--- src/rtl/rtt_pkg.sv ---
`default_nettype none

package rtt_pkg;

  // Operation codes carried in the request op field
  localparam logic [1:0] OP_ADD  = 2'd0;
  localparam logic [1:0] OP_ACK  = 2'd1;
  localparam logic [1:0] OP_NACK = 2'd2;
  localparam logic [1:0] OP_SCAN = 2'd3;

  // Result kinds
  localparam logic [2:0] KIND_ADDED      = 3'd0;
  localparam logic [2:0] KIND_FULL       = 3'd1;
  localparam logic [2:0] KIND_REMOVED    = 3'd2;
  localparam logic [2:0] KIND_NOT_FOUND  = 3'd3;
  localparam logic [2:0] KIND_RETRANSMIT = 3'd4;
  localparam logic [2:0] KIND_GAVE_UP    = 3'd5;
  localparam logic [2:0] KIND_SCAN_DONE  = 3'd6;

  // Configuration register indexes
  localparam int unsigned CFG_IDX_W  = 1;
  localparam int unsigned CFG_DATA_W = 16;
  localparam logic [CFG_IDX_W-1:0] CFG_TIMEOUT = 1'd0;
  localparam logic [CFG_IDX_W-1:0] CFG_RETRY   = 1'd1;

  // Reset values of the configuration registers
  localparam logic [15:0] TIMEOUT_RST = 16'd2;
  localparam logic [7:0]  RETRY_RST   = 8'd3;

  typedef struct packed {
    logic [1:0]  op;
    logic [31:0] msg_id;
    logic [15:0] dest_handle;
    logic [31:0] now_time;
  } req_item_t;

  typedef struct packed {
    logic [2:0]  kind;
    logic [31:0] out_id;
    logic [15:0] out_dest;
    logic        last;
  } rsp_item_t;

  // One table entry as held by a ring cell
  typedef struct packed {
    logic        valid;
    logic [31:0] msg_id;
    logic [15:0] dest;
    logic [31:0] sent_time;
    logic [7:0]  retries;
  } entry_t;

endpackage

`default_nettype wire

--- src/rtl/rtt_cell.sv ---
`default_nettype none

module rtt_cell (
  input  wire logic            clk,
  input  wire logic            rst,
  input  wire logic            shift,
  input  wire rtt_pkg::entry_t d,
  output rtt_pkg::entry_t      q
);
  import rtt_pkg::*;

  logic   valid;
  entry_t data;

  // Valid bit is the only part cleared at reset
  always_ff @(posedge clk) begin
    if (rst) begin
      valid <= 1'b0;
    end else if (shift) begin
      valid <= d.valid;
    end
  end

  // Entry payload moves with the ring
  always_ff @(posedge clk) begin
    if (shift) begin
      data <= d;
    end
  end

  always_comb begin
    q       = data;
    q.valid = valid;
  end

endmodule

`default_nettype wire

--- src/rtl/retransmit_timeout_table.sv ---
// Retransmission timer table.
// Request channel (req_valid/req_ready/req) takes one item: add, ack, nack
// or timeout scan. Response channel (rsp_valid/rsp_ready/rsp) returns the
// results of that item, the final one marked with last.
// Entries live in a ring of TABLE_DEPTH cells that rotates one place per
// cycle during a pass, unless a stalled scan result holds it, past a single
// head unit doing the id compare and the age check. Every item takes one
// full revolution before its final result is loaded. An add whose id is
// absent and that finds a free slot takes a second revolution to insert
// into the lowest free slot. The next item is taken as soon as the final
// result sits in the output register, while that result may still wait for
// the receiver.
// When the receiver stalls during a scan, the ring holds on the expired
// entry until the output register frees, so no result is lost.
// Reset (rst, synchronous) clears every entry's valid bit at once and sets
// timeout to 2 and retry_limit to 3. The user writes configuration through
// cfg_we/cfg_index/cfg_data only while the block is idle; the block does not enforce this.
`default_nettype none

module retransmit_timeout_table #(
  parameter int unsigned TABLE_DEPTH = 16
) (
  input  wire logic                               clk,
  input  wire logic                               rst,
  input  wire logic                               req_valid,
  output logic                                    req_ready,
  input  wire rtt_pkg::req_item_t                 req,
  output logic                                    rsp_valid,
  input  wire logic                               rsp_ready,
  output rtt_pkg::rsp_item_t                      rsp,
  input  wire logic                               cfg_we,
  input  wire logic [rtt_pkg::CFG_IDX_W-1:0]      cfg_index,
  input  wire logic [rtt_pkg::CFG_DATA_W-1:0]     cfg_data
);
  import rtt_pkg::*;

  localparam int unsigned IW = (TABLE_DEPTH > 1) ? $clog2(TABLE_DEPTH) : 1;
  localparam logic [IW-1:0] LAST_IDX = IW'(TABLE_DEPTH - 1);

  typedef enum logic [3:0] {
    S_IDLE   = 4'b0001,
    S_PASS   = 4'b0010,
    S_INSERT = 4'b0100,
    S_RESULT = 4'b1000
  } state_t;

  state_t      state;
  req_item_t   cmd;
  logic [IW-1:0] idx;
  logic [IW-1:0] free_idx;
  logic        found;
  logic        free_found;
  logic [15:0] nack_dest;
  logic [15:0] timeout;
  logic [7:0]  retry_limit;

  entry_t      ring [TABLE_DEPTH];
  entry_t      head;
  entry_t      head_new;
  entry_t      new_entry;
  logic        step;
  logic        match;
  logic        expired;
  logic        scan_hit;
  logic        under_limit;
  logic        can_emit;
  logic        rsp_load;
  logic [31:0] age;
  rsp_item_t   scan_item;
  rsp_item_t   final_item;
  rsp_item_t   rsp_next;

  // Ring of cells; the head cell feeds the tail through the head unit
  for (genvar k = 0; k < TABLE_DEPTH; k++) begin : g_cell
    if (k == TABLE_DEPTH - 1) begin : g_tail
      rtt_cell u_cell (.clk(clk), .rst(rst), .shift(step), .d(head_new), .q(ring[k]));
    end else begin : g_mid
      rtt_cell u_cell (.clk(clk), .rst(rst), .shift(step), .d(ring[k+1]), .q(ring[k]));
    end
  end

  assign head      = ring[0];
  assign req_ready = (state == S_IDLE);
  assign can_emit  = !rsp_valid || rsp_ready;

  // Head unit: compare and age check
  always_comb begin
    match       = head.valid && (head.msg_id == cmd.msg_id);
    age         = cmd.now_time - head.sent_time;
    expired     = head.valid && (age > {16'd0, timeout});
    under_limit = head.retries < retry_limit;
    scan_hit    = (cmd.op == OP_SCAN) && expired;
    new_entry   = '{valid: 1'b1, msg_id: cmd.msg_id, dest: cmd.dest_handle,
                    sent_time: cmd.now_time, retries: 8'd0};
  end

  // Step control and entry update at the head
  always_comb begin
    step     = 1'b0;
    head_new = head;
    unique case (state)
      S_PASS: begin
        step = !(scan_hit && !can_emit);
        unique case (cmd.op)
          OP_ADD: begin
            if (match) begin
              head_new = new_entry;
            end
          end
          OP_ACK: begin
            if (match) begin
              head_new.valid = 1'b0;
            end
          end
          OP_NACK: begin
            head_new = head;
          end
          OP_SCAN: begin
            if (expired) begin
              if (under_limit) begin
                head_new.sent_time = cmd.now_time;
                head_new.retries   = head.retries + 8'd1;
              end else begin
                head_new.valid = 1'b0;
              end
            end
          end
          default: head_new = head;
        endcase
      end
      S_INSERT: begin
        step = 1'b1;
        if (idx == free_idx) begin
          head_new = new_entry;
        end
      end
      default: step = 1'b0;
    endcase
  end

  // Result selection
  always_comb begin
    scan_item = '{kind: (under_limit ? KIND_RETRANSMIT : KIND_GAVE_UP),
                  out_id: head.msg_id, out_dest: head.dest, last: 1'b0};
    final_item = '{kind: KIND_SCAN_DONE, out_id: cmd.msg_id, out_dest: 16'd0,
                   last: 1'b1};
    unique case (cmd.op)
      OP_ADD:  final_item.kind = (found || free_found) ? KIND_ADDED : KIND_FULL;
      OP_ACK:  final_item.kind = found ? KIND_REMOVED : KIND_NOT_FOUND;
      OP_NACK: begin
        final_item.kind = found ? KIND_RETRANSMIT : KIND_NOT_FOUND;
        if (found) begin
          final_item.out_dest = nack_dest;
        end
      end
      OP_SCAN: final_item.out_id = 32'd0;
      default: final_item.kind = KIND_SCAN_DONE;
    endcase
    rsp_load = can_emit && (((state == S_PASS) && scan_hit) || (state == S_RESULT));
    rsp_next = (state == S_RESULT) ? final_item : scan_item;
  end

  // Sequencer
  always_ff @(posedge clk) begin
    if (rst) begin
      state      <= S_IDLE;
      idx        <= '0;
      found      <= 1'b0;
      free_found <= 1'b0;
    end else begin
      unique case (state)
        S_IDLE: begin
          if (req_valid) begin
            state      <= S_PASS;
            idx        <= '0;
            found      <= 1'b0;
            free_found <= 1'b0;
          end
        end
        S_PASS: begin
          if (step) begin
            if (match && (cmd.op != OP_SCAN)) begin
              found <= 1'b1;
            end
            if ((cmd.op == OP_ADD) && !head.valid && !free_found) begin
              free_found <= 1'b1;
            end
            if (idx == LAST_IDX) begin
              idx <= '0;
              if ((cmd.op == OP_ADD) && !found && !match
                  && (free_found || !head.valid)) begin
                state <= S_INSERT;
              end else begin
                state <= S_RESULT;
              end
            end else begin
              idx <= idx + 1'b1;
            end
          end
        end
        S_INSERT: begin
          if (idx == LAST_IDX) begin
            idx   <= '0;
            state <= S_RESULT;
          end else begin
            idx <= idx + 1'b1;
          end
        end
        S_RESULT: begin
          if (can_emit) begin
            state <= S_IDLE;
          end
        end
        default: state <= S_IDLE;
      endcase
    end
  end

  // Item capture and search notes
  always_ff @(posedge clk) begin
    if (req_valid && req_ready) begin
      cmd <= req;
    end
    if ((state == S_PASS) && step) begin
      if (match) begin
        nack_dest <= head.dest;
      end
      if ((cmd.op == OP_ADD) && !head.valid && !free_found) begin
        free_idx <= idx;
      end
    end
  end

  // Output register
  always_ff @(posedge clk) begin
    if (rst) begin
      rsp_valid <= 1'b0;
    end else if (rsp_load) begin
      rsp_valid <= 1'b1;
    end else if (rsp_ready) begin
      rsp_valid <= 1'b0;
    end
  end

  always_ff @(posedge clk) begin
    if (rsp_load) begin
      rsp <= rsp_next;
    end
  end

  // Configuration registers
  always_ff @(posedge clk) begin
    if (rst) begin
      timeout     <= TIMEOUT_RST;
      retry_limit <= RETRY_RST;
    end else if (cfg_we) begin
      unique case (cfg_index)
        CFG_TIMEOUT: timeout     <= cfg_data;
        CFG_RETRY:   retry_limit <= cfg_data[7:0];
        default:     timeout     <= timeout;
      endcase
    end
  end

`ifndef SYNTH
  // Between items the ring is back in index order
  a_idle_aligned: assert property (@(posedge clk) disable iff (rst)
    (state == S_IDLE) |-> (idx == '0))
    else $error("ring not aligned while idle");

  // Final result is loaded with last set and the block returns to idle
  a_final_load: assert property (@(posedge clk) disable iff (rst)
    ((state == S_RESULT) && can_emit) |=> ((state == S_IDLE) && rsp_valid && rsp.last))
    else $error("final result not delivered");

  // An expired entry blocked by the receiver holds the ring still
  a_scan_hold: assert property (@(posedge clk) disable iff (rst)
    ((state == S_PASS) && scan_hit && !can_emit) |=> $stable(idx))
    else $error("ring moved past an undelivered scan result");

  // Insert pass only for a new id with room in the table
  a_insert_cause: assert property (@(posedge clk) disable iff (rst)
    (state == S_INSERT) |-> ((cmd.op == OP_ADD) && free_found && !found))
    else $error("insert pass without cause");
`endif

endmodule

`default_nettype wire

--- config.mk ---
export PLATFORM = sky130hd
export DESIGN_NAME = retransmit_timeout_table
export DESIGN_NICKNAME = d
export VERILOG_FILES = /design/src/rtl/rtt_pkg.sv /design/src/rtl/rtt_cell.sv /design/src/rtl/retransmit_timeout_table.sv
export SDC_FILE = /design/constraint.sdc
export NUM_CORES = 1
export LEC_CHECK = 0
export ABC_AREA = 1
export BUFFER_PORTS_ARGS = -buffer_cell sky130_fd_sc_hd__buf_2
export CAP_MARGIN = 20
export CELL_PAD_IN_SITES_DETAIL_PLACEMENT = 2
export CELL_PAD_IN_SITES_GLOBAL_PLACEMENT = 2
export CORE_AREA = 2 2 479 243
export DETAILED_ROUTE_END_ITERATION = 16
export DIE_AREA = 0 0 481 245
export PLACE_DENSITY_LB_ADDON = 0.12
export SLEW_MARGIN = 15
export SYNTH_ARGS = -nofsm -noshare
export SYNTH_HDL_FRONTEND = slang
export SYNTH_SLANG_ARGS = --single-unit
--- constraint.sdc ---
create_clock -name clk -period 25.5 [get_ports clk]
set_input_delay 5.1 -clock clk [delete_from_list [all_inputs] [get_ports clk]]
set_output_delay 5.1 -clock clk [all_outputs]
set_load 0.01 [all_outputs]
==> results of run 1 <==
[cell families after synthesis]
| family | count (synthesis) | share of synthesized area |
|---|---|---|
| adder cells (fa/ha/maj) | 61 | 0.0137 |
| AND/OR/NAND/NOR | 922 | 0.0691 |
| buffers and inverters | 417 | 0.0294 |
| XOR/XNOR | 37 | 0.00574 |
| AO/OA/AOI/OAI | 322 | 0.0326 |
| flip-flops | 1613 | 0.850 |
[stage by stage]
step	area, um^2	setup slack [ps]
2_1_floorplan	56400	12910
3_3_place_gp	59000	16240
==> impl_metrics.py, run 1 <==
metrics = {
    "outcome": {
        "status": "stopped before the end",
        "haltStage": "3_5_place_dp",
        "stop_error": "[ERROR DPL-0033] detailed placement checks failed during check placement.",
    },
    "synthesis": {
        "synthesis.area_mm2": 0.0564,
        "yosysTopAreaCell": "edfxtp_1",
        "seq_area_frac_synth": 0.850,
        "synth_top_area_frac": 0.831,
        "ys_async_sr_fraction": 0,
        "ys_top_cells_by_count": "edfxtp_1 (1562), nand2_1 (612), inv_1 (331)",
        "ys.flop_type": "edfxtp_1",
        "synth_warnings": 0,
        "synth_area_leaders": "edfxtp_1 (83%), nand2_1 (4.1%), inv_1 (2.2%), dfxtp_1 (1.8%), ha_1 (1.3%)",
        "avgSynthCellArea_um2": 16.7,
        "syn-num-nets": 3537,
        "synth.distinct_cells": 50,
        "yosysMostFrequentCell": "edfxtp_1",
        "synth_cells": 3372,
        "synth-seq-cells": 1613,
        "synth_edf_count": 1562,
    },
    "die": {
        "ios": 158,
        "start_util": 0.495,
        "fp.dieH_um": 245,
        "row_count": 88,
        "die_x_um": 481,
    },
    "placement": {
        "io_buffers": 157,
        "place_congestion": 0.878,
        "place_hpwl_um": 141000,
    },
}
==> inputs of run 2 (changes only) <==
--- a/config.mk
+++ b/config.mk
@@ -8,12 +8,10 @@
 export ABC_AREA = 1
 export BUFFER_PORTS_ARGS = -buffer_cell sky130_fd_sc_hd__buf_2
 export CAP_MARGIN = 20
-export CELL_PAD_IN_SITES_DETAIL_PLACEMENT = 2
-export CELL_PAD_IN_SITES_GLOBAL_PLACEMENT = 2
-export CORE_AREA = 2 2 479 243
+export CORE_AREA = 2 2 379 381
 export DETAILED_ROUTE_END_ITERATION = 16
-export DIE_AREA = 0 0 481 245
-export PLACE_DENSITY_LB_ADDON = 0.12
+export DIE_AREA = 0 0 381 383
+export PLACE_DENSITY_LB_ADDON = 0.15
 export SLEW_MARGIN = 15
 export SYNTH_ARGS = -nofsm -noshare
 export SYNTH_HDL_FRONTEND = slang
==> run 2 against run 1 <==
Against the previous run: the run now ends clean; synthesized cell count is the same; area after synthesis unchanged.
==> impl_metrics.py, run 2 <==
metrics = {
    "drt": {
        "wirelength_um": 101000,
        "dr.pass1.iters": 5,
        "vias": 26528,
        "ant_nets": 0,
        "drtIter0Drc": 2360,
        "vias_per_cell": 4.66,
        "routedWlPerCell_um": 17.8,
        "route.detailed.drc": 0,
    },
    "synthesis": {
        "synth_top_area_frac": 0.831,
        "ys.flop_type": "edfxtp_1",
        "ys_top_cells_by_count": "edfxtp_1 (1562), nand2_1 (612), inv_1 (331)",
        "yosysTopAreaCell": "edfxtp_1",
        "synth_cells": 3372,
        "synth.distinct_cells": 50,
        "yosysMostFrequentCell": "edfxtp_1",
        "avgSynthCellArea_um2": 16.7,
        "synth_edf_count": 1562,
        "ys_async_sr_fraction": 0,
        "synth_area_leaders": "edfxtp_1 (83%), nand2_1 (4.1%), inv_1 (2.2%), dfxtp_1 (1.8%), ha_1 (1.3%)",
        "seq_area_frac_synth": 0.850,
        "syn-num-nets": 3537,
        "synth_warnings": 0,
        "synth-seq-cells": 1613,
        "synthesis.area_mm2": 0.0564,
    },
    "layout": {
        "nets": 3813,
        "drive_above_1_share": 0.119,
        "final-instance-count-excl-fill": 5688,
        "fin_area_mm2": 0.0649,
        "final_common_cell": "edfxtp_1",
        "final_cell_mix": "edfxtp_1 (1562), nand2_1 (611), inv_1 (330), clkbuf_16 (166), buf_2 (157)",
        "fill_cells": 12364,
        "syn_to_final_growth_pct": 15.1,
        "largest_register_ff_count": 1320,
    },
    "critical_path": {
        "critPathKind": "primary input to register",
        "rr_startpoint": "cmd[0]",
        "r2r_setup_slack_ps": 16950,
        "cp.arrival_ps": 9940,
        "worstPathRequired_ps": 25910,
        "setup.worst_path.start": "rsp_ready",
        "critPathMaxFanout": 232,
        "worstSetupStartpointType": "primary input",
        "cp-end-kind": "register",
    },
    "timing": {
        "fin_setup_tns_ps": 0,
        "setup_slack_ps": 15970,
        "drv_slew": 0,
        "slew_headroom": 0.263,
        "skew_ps": 101,
        "setup_viol": 0,
        "finalCritPeriodShare": 0.374,
        "fmaxAchievable_mhz": 105,
        "post-route-min-period_ps": 9530,
        "worst_slew_pin_slew_ps": 1100,
        "grt_setup_unrepaired": "no",
        "hold_violations": 0,
    },
    "placement": {
        "place_congestion": 0.873,
        "io_buffers": 157,
        "dpl_cell_area_mm2": 0.0595,
        "place_hpwl_um": 60400,
        "dp_worst_setup_slack_ps": 15070,
        "dp.cells": 5383,
    },
    "min_path": {
        "hp-start": "g_cell[11].g_mid.u_cell.q[41]",
        "min_path_type": "register to register",
    },
    "power": {
        "ir_drop_uv": 57.5,
        "fin_total_pwr_mw": 6.70,
        "powerDensity_mw_per_mm2": 103,
        "p_leak_nw": 23.0,
    },
    "run": {
        "maxCapViolations": 0,
    },
    "clock_tree": {
        "worstSkewPairLatency_ps": 820,
        "cts-root-buf": "clkbuf_16",
        "htree_levels": 4,
        "cts_tree": "yes",
        "cts_buffer_depth": 3,
        "cts-resized-gates": 0,
        "post_cts.repair.setup_buffers": 0,
        "cts_hold_buf": 0,
        "cts.clk_slew.worst_paths_ps": 60,
        "cts_made_buffers": 165,
        "cts.sinks": 1613,
    },
    "die": {
        "ios": 158,
        "die-area_mm2": 0.146,
        "row_count": 139,
        "start_util": 0.397,
        "design.core.area_mm2": 0.142,
        "fp.dieH_um": 383,
        "die_x_um": 381,
    },
    "grt": {
        "grt-ovfl-total": 0,
        "grt_max_degree": 233,
        "track_usage": 0.138,
        "antenna_found_initial": 18,
        "grt_pass1_vias": 24972,
        "grt_pass1_wl_um": 151000,
    },
    "outcome": {
        "status": "finished clean",
    },
}
==> run 2: cell counts after synthesis <==
No cell type changed its count.
==> run 2: stage by stage <==
stage | hold WS (ps) | util
global route | 382 | 0.456
finish | 370 | 0.456
CTS | 366 | 0.456
detailed placement | 405 | 0.418
floorplan | 400 | -
global placement | 400 | 0.418
==> run 2: critical path, cell delays in order <==
cell	delay, ps
buf_2	90
nor3_1	90
nand2_4	140
nand2_4	150
inv_16	630
buf_12	750
buf_4	790
buf_4	850
buf_4	910
==> run 2: power by group <==
part / internal (mW) / total (mW) / switching [mW]
registers: 3.44 / 3.57 / 0.128
clock network: 1.34 / 2.33 / 0.997
logic: 0.196 / 0.797 / 0.601
total: 4.97 / 6.70 / 1.73
==> run 2: kinds of logic after synthesis <==
group / share of synthesized area
DFF: 0.850
adders and majority gates: 0.0137
buffers and inverters: 0.0294
xor gates and xnor gates: 0.00574
and+or+nand+nor: 0.0691
AOI/OAI and AO/OA: 0.0326
==> run 2: metal layers <==
layer,vias to the layer above,track usage,share of wire
met4,8,0.0438,0.021
met1,13085,0.208,0.50
li1,12746,-,-
met5,-,0,0.00047
met3,156,0.0392,0.059
met2,533,0.191,0.42
==> run 2: path summary, 6_finish.rpt <==
path / to / depth (start not counted)
max: g_cell[0].g_mid.u_cell.q[44] / 9
min: g_cell[10].g_mid.u_cell.q[41] / 0
max reg2reg: g_cell[0].g_mid.u_cell.q[44] / 30
min reg2reg: g_cell[10].g_mid.u_cell.q[41] / 0
==> run 2: cell type report <==
type                    instances  area (um^2)  area share
well taps                    1903         2380      0.0367
multi-input cells            1342         6890       0.106
flip-flops and latches       1613        47900       0.738
clock inverters                91         1050      0.0161
repair buffers                184         1030      0.0159
diodes                          6         15.0    0.000231
clock buffers                 207         4320      0.0665
inverters                     342         1300      0.0201
Note: power is estimated with default switching activity, not from simulation.
==> inputs of run 3 (changes only) <==
==> constraint.sdc (replaced) <==
create_clock -name clk -period 7.65 [get_ports clk]
set_input_delay 1.53 -clock clk [delete_from_list [all_inputs] [get_ports clk]]
set_output_delay 1.53 -clock clk [all_outputs]
set_load 0.01 [all_outputs]
==> run 3 against run 2 <==
Against the previous run: utilization increased by 0.096 points; combinational power increased to 3.3 times the previous value; first-iteration DRC count unchanged; global-route usage increased by 0.34 points; worst hold slack improved by 7.8 ps; critical path depth increased by 18; clock skew decreased by 49 ps; critical path type is now register to register.
==> impl_metrics.py, run 3 (same netlist as run 2, synthesis figures left out) <==
metrics = {
    "critical_path": {
        "worstPathRequired_ps": 8040,
        "r2r_setup_slack_ps": 2310,
        "critical_path.endpoint": "g_cell[3].g_mid.u_cell.q[39]",
        "critPathKind": "register to register",
        "r2r_cells": 27,
        "cp.arrival_ps": 5730,
        "cp-end-kind": "register",
        "rr_startpoint": "cmd[0]",
        "critPathMaxFanout": 165,
        "worstSetupStartpointType": "register",
        "r2r-end": "g_cell[3].g_mid.u_cell.q[39]",
        "setup.worst_path.start": "cmd[0]",
    },
    "timing": {
        "holdWs_ps": 378,
        "skew_ps": 51.7,
        "hold_violations": 0,
        "grt_setup_unrepaired": "no",
        "post-route-min-period_ps": 5340,
        "fin_setup_tns_ps": 0,
        "finalCritPeriodShare": 0.697,
        "worst_slew_pin_slew_ps": 1090,
        "slew_headroom": 0.276,
        "setup_slack_ps": 2310,
        "drv_slew": 0,
        "setup_viol": 0,
        "fmaxAchievable_mhz": 187,
    },
    "clock_tree": {
        "cts_hold_buf": 0,
        "cts_made_buffers": 167,
        "htree_levels": 4,
        "post_cts.repair.setup_buffers": 0,
        "cts_buffer_depth": 3,
        "cts-resized-gates": 0,
        "cts.clk_slew.worst_paths_ps": 60,
        "cts-root-buf": "clkbuf_16",
        "cts.sinks": 1613,
        "cts_tree": "yes",
        "worstSkewPairLatency_ps": 800,
    },
    "die": {
        "die_x_um": 381,
        "ios": 158,
        "design.core.area_mm2": 0.142,
        "row_count": 139,
        "die-area_mm2": 0.146,
        "fp.dieH_um": 383,
        "start_util": 0.397,
    },
    "drt": {
        "route.detailed.drc": 0,
        "dr.pass1.iters": 5,
        "vias": 26815,
        "wirelength_um": 104000,
        "routedWlPerCell_um": 18.3,
        "drtIter0Drc": 2360,
        "vias_per_cell": 4.70,
        "ant_nets": 0,
    },
    "layout": {
        "final_cell_mix": "edfxtp_1 (1562), nand2_1 (611), inv_1 (330), clkbuf_16 (168), buf_2 (157)",
        "syn_to_final_growth_pct": 15.3,
        "largest_register_ff_count": 1320,
        "fill_cells": 12356,
        "drive_above_1_share": 0.124,
        "final_common_cell": "edfxtp_1",
        "nets": 3824,
    },
    "grt": {
        "grt_pass1_vias": 25636,
        "track_usage": 0.141,
        "grt-ovfl-total": 0,
        "antenna_found_initial": 4,
        "grt_pass1_wl_um": 156000,
        "grt_max_degree": 166,
    },
    "outcome": {
        "status": "finished clean",
    },
    "power": {
        "fin_total_pwr_mw": 22.4,
        "powerDensity_mw_per_mm2": 345,
        "ir_drop_uv": 178,
        "p_leak_nw": 23.1,
    },
    "placement": {
        "place_hpwl_um": 61600,
        "io_buffers": 157,
        "dp_worst_setup_slack_ps": 2240,
        "place_congestion": 0.853,
    },
    "min_path": {
        "hp-start": "g_cell[10].g_mid.u_cell.q[27]",
        "min_path_type": "register to register",
    },
    "run": {
        "maxCapViolations": 0,
    },
}
==> run 3: worst max-delay path: stages, from the launching register on <==
cell and delay (ps):
edfxtp_1 370, inv_1 70, ha_1 230, fa_1 430
inv_1 130, nand3_1 80, nand3_1 150, nand3_1 100
nand3_1 160, xor2_1 100, ha_1 280, nand2_1 50
nor2_1 130, nand3_1 150, nor2_1 170, nand4_1 100
nand2_1 80, nand3_1 80, nor2_1 100, nand2_1 70
nor2_2 90, nand2_2 100, nand2_8 150, nor2_8 50
nand2_4 80, nand2_4 150, inv_16 550, buf_4 650
==> run 3: routing by layer <==
| layer | up-vias | part of all wire | global-route usage |
|---|---|---|---|
| met1 | 13386 | 0.51 | 0.217 |
| met2 | 487 | 0.42 | 0.197 |
| li1 | 12763 | - | - |
| met5 | - | 0 | 0 |
| met3 | 179 | 0.043 | 0.0306 |
| met4 | 0 | 0.022 | 0.0463 |
==> run 3: cell type report <==
| type | count | area (um^2) | area share |
|---|---|---|---|
| Tap cell | 1903 | 2380 | 0.0366 |
| Antenna cell | 1 | 2.50 | 0.0000385 |
| Timing Repair Buffer | 193 | 1140 | 0.0176 |
| Multi-Input combinational cell | 1342 | 6890 | 0.106 |
| Sequential cell | 1613 | 47900 | 0.737 |
| Clock inverter | 95 | 1030 | 0.0158 |
| Inverter | 342 | 1300 | 0.0200 |
| Clock buffer | 212 | 4380 | 0.0673 |
==> run 3: how the worst min path moves through the flow <==
stage / to / cells past startpoint
after global placement: g_cell[1].g_mid.u_cell.q[47] / 0
final: g_cell[9].g_mid.u_cell.q[27] / 0
after detailed placement: g_cell[0].g_mid.u_cell.q[19] / 0
after global routing: g_cell[13].g_mid.u_cell.q[3] / 0
after CTS: g_cell[9].g_mid.u_cell.q[27] / 0
after floorplan: g_cell[0].g_mid.u_cell.q[0] / 0
==> run 3: report_power, final <==
group	internal [mW]	switching (mW)
Combinational	0.673	1.99
Sequential	11.5	0.443
Clock	4.48	3.38
==> run 3: stage by stage <==
stage,util,std cells,instance area [um^2]
2_1_floorplan,-,3372,56400
3_3_place_gp,0.419,5393,59600
3_5_place_dp,0.419,5393,59600
4_1_cts,0.457,5700,65000
5_1_grt,0.457,5700,65000
6_report,0.457,5701,65000
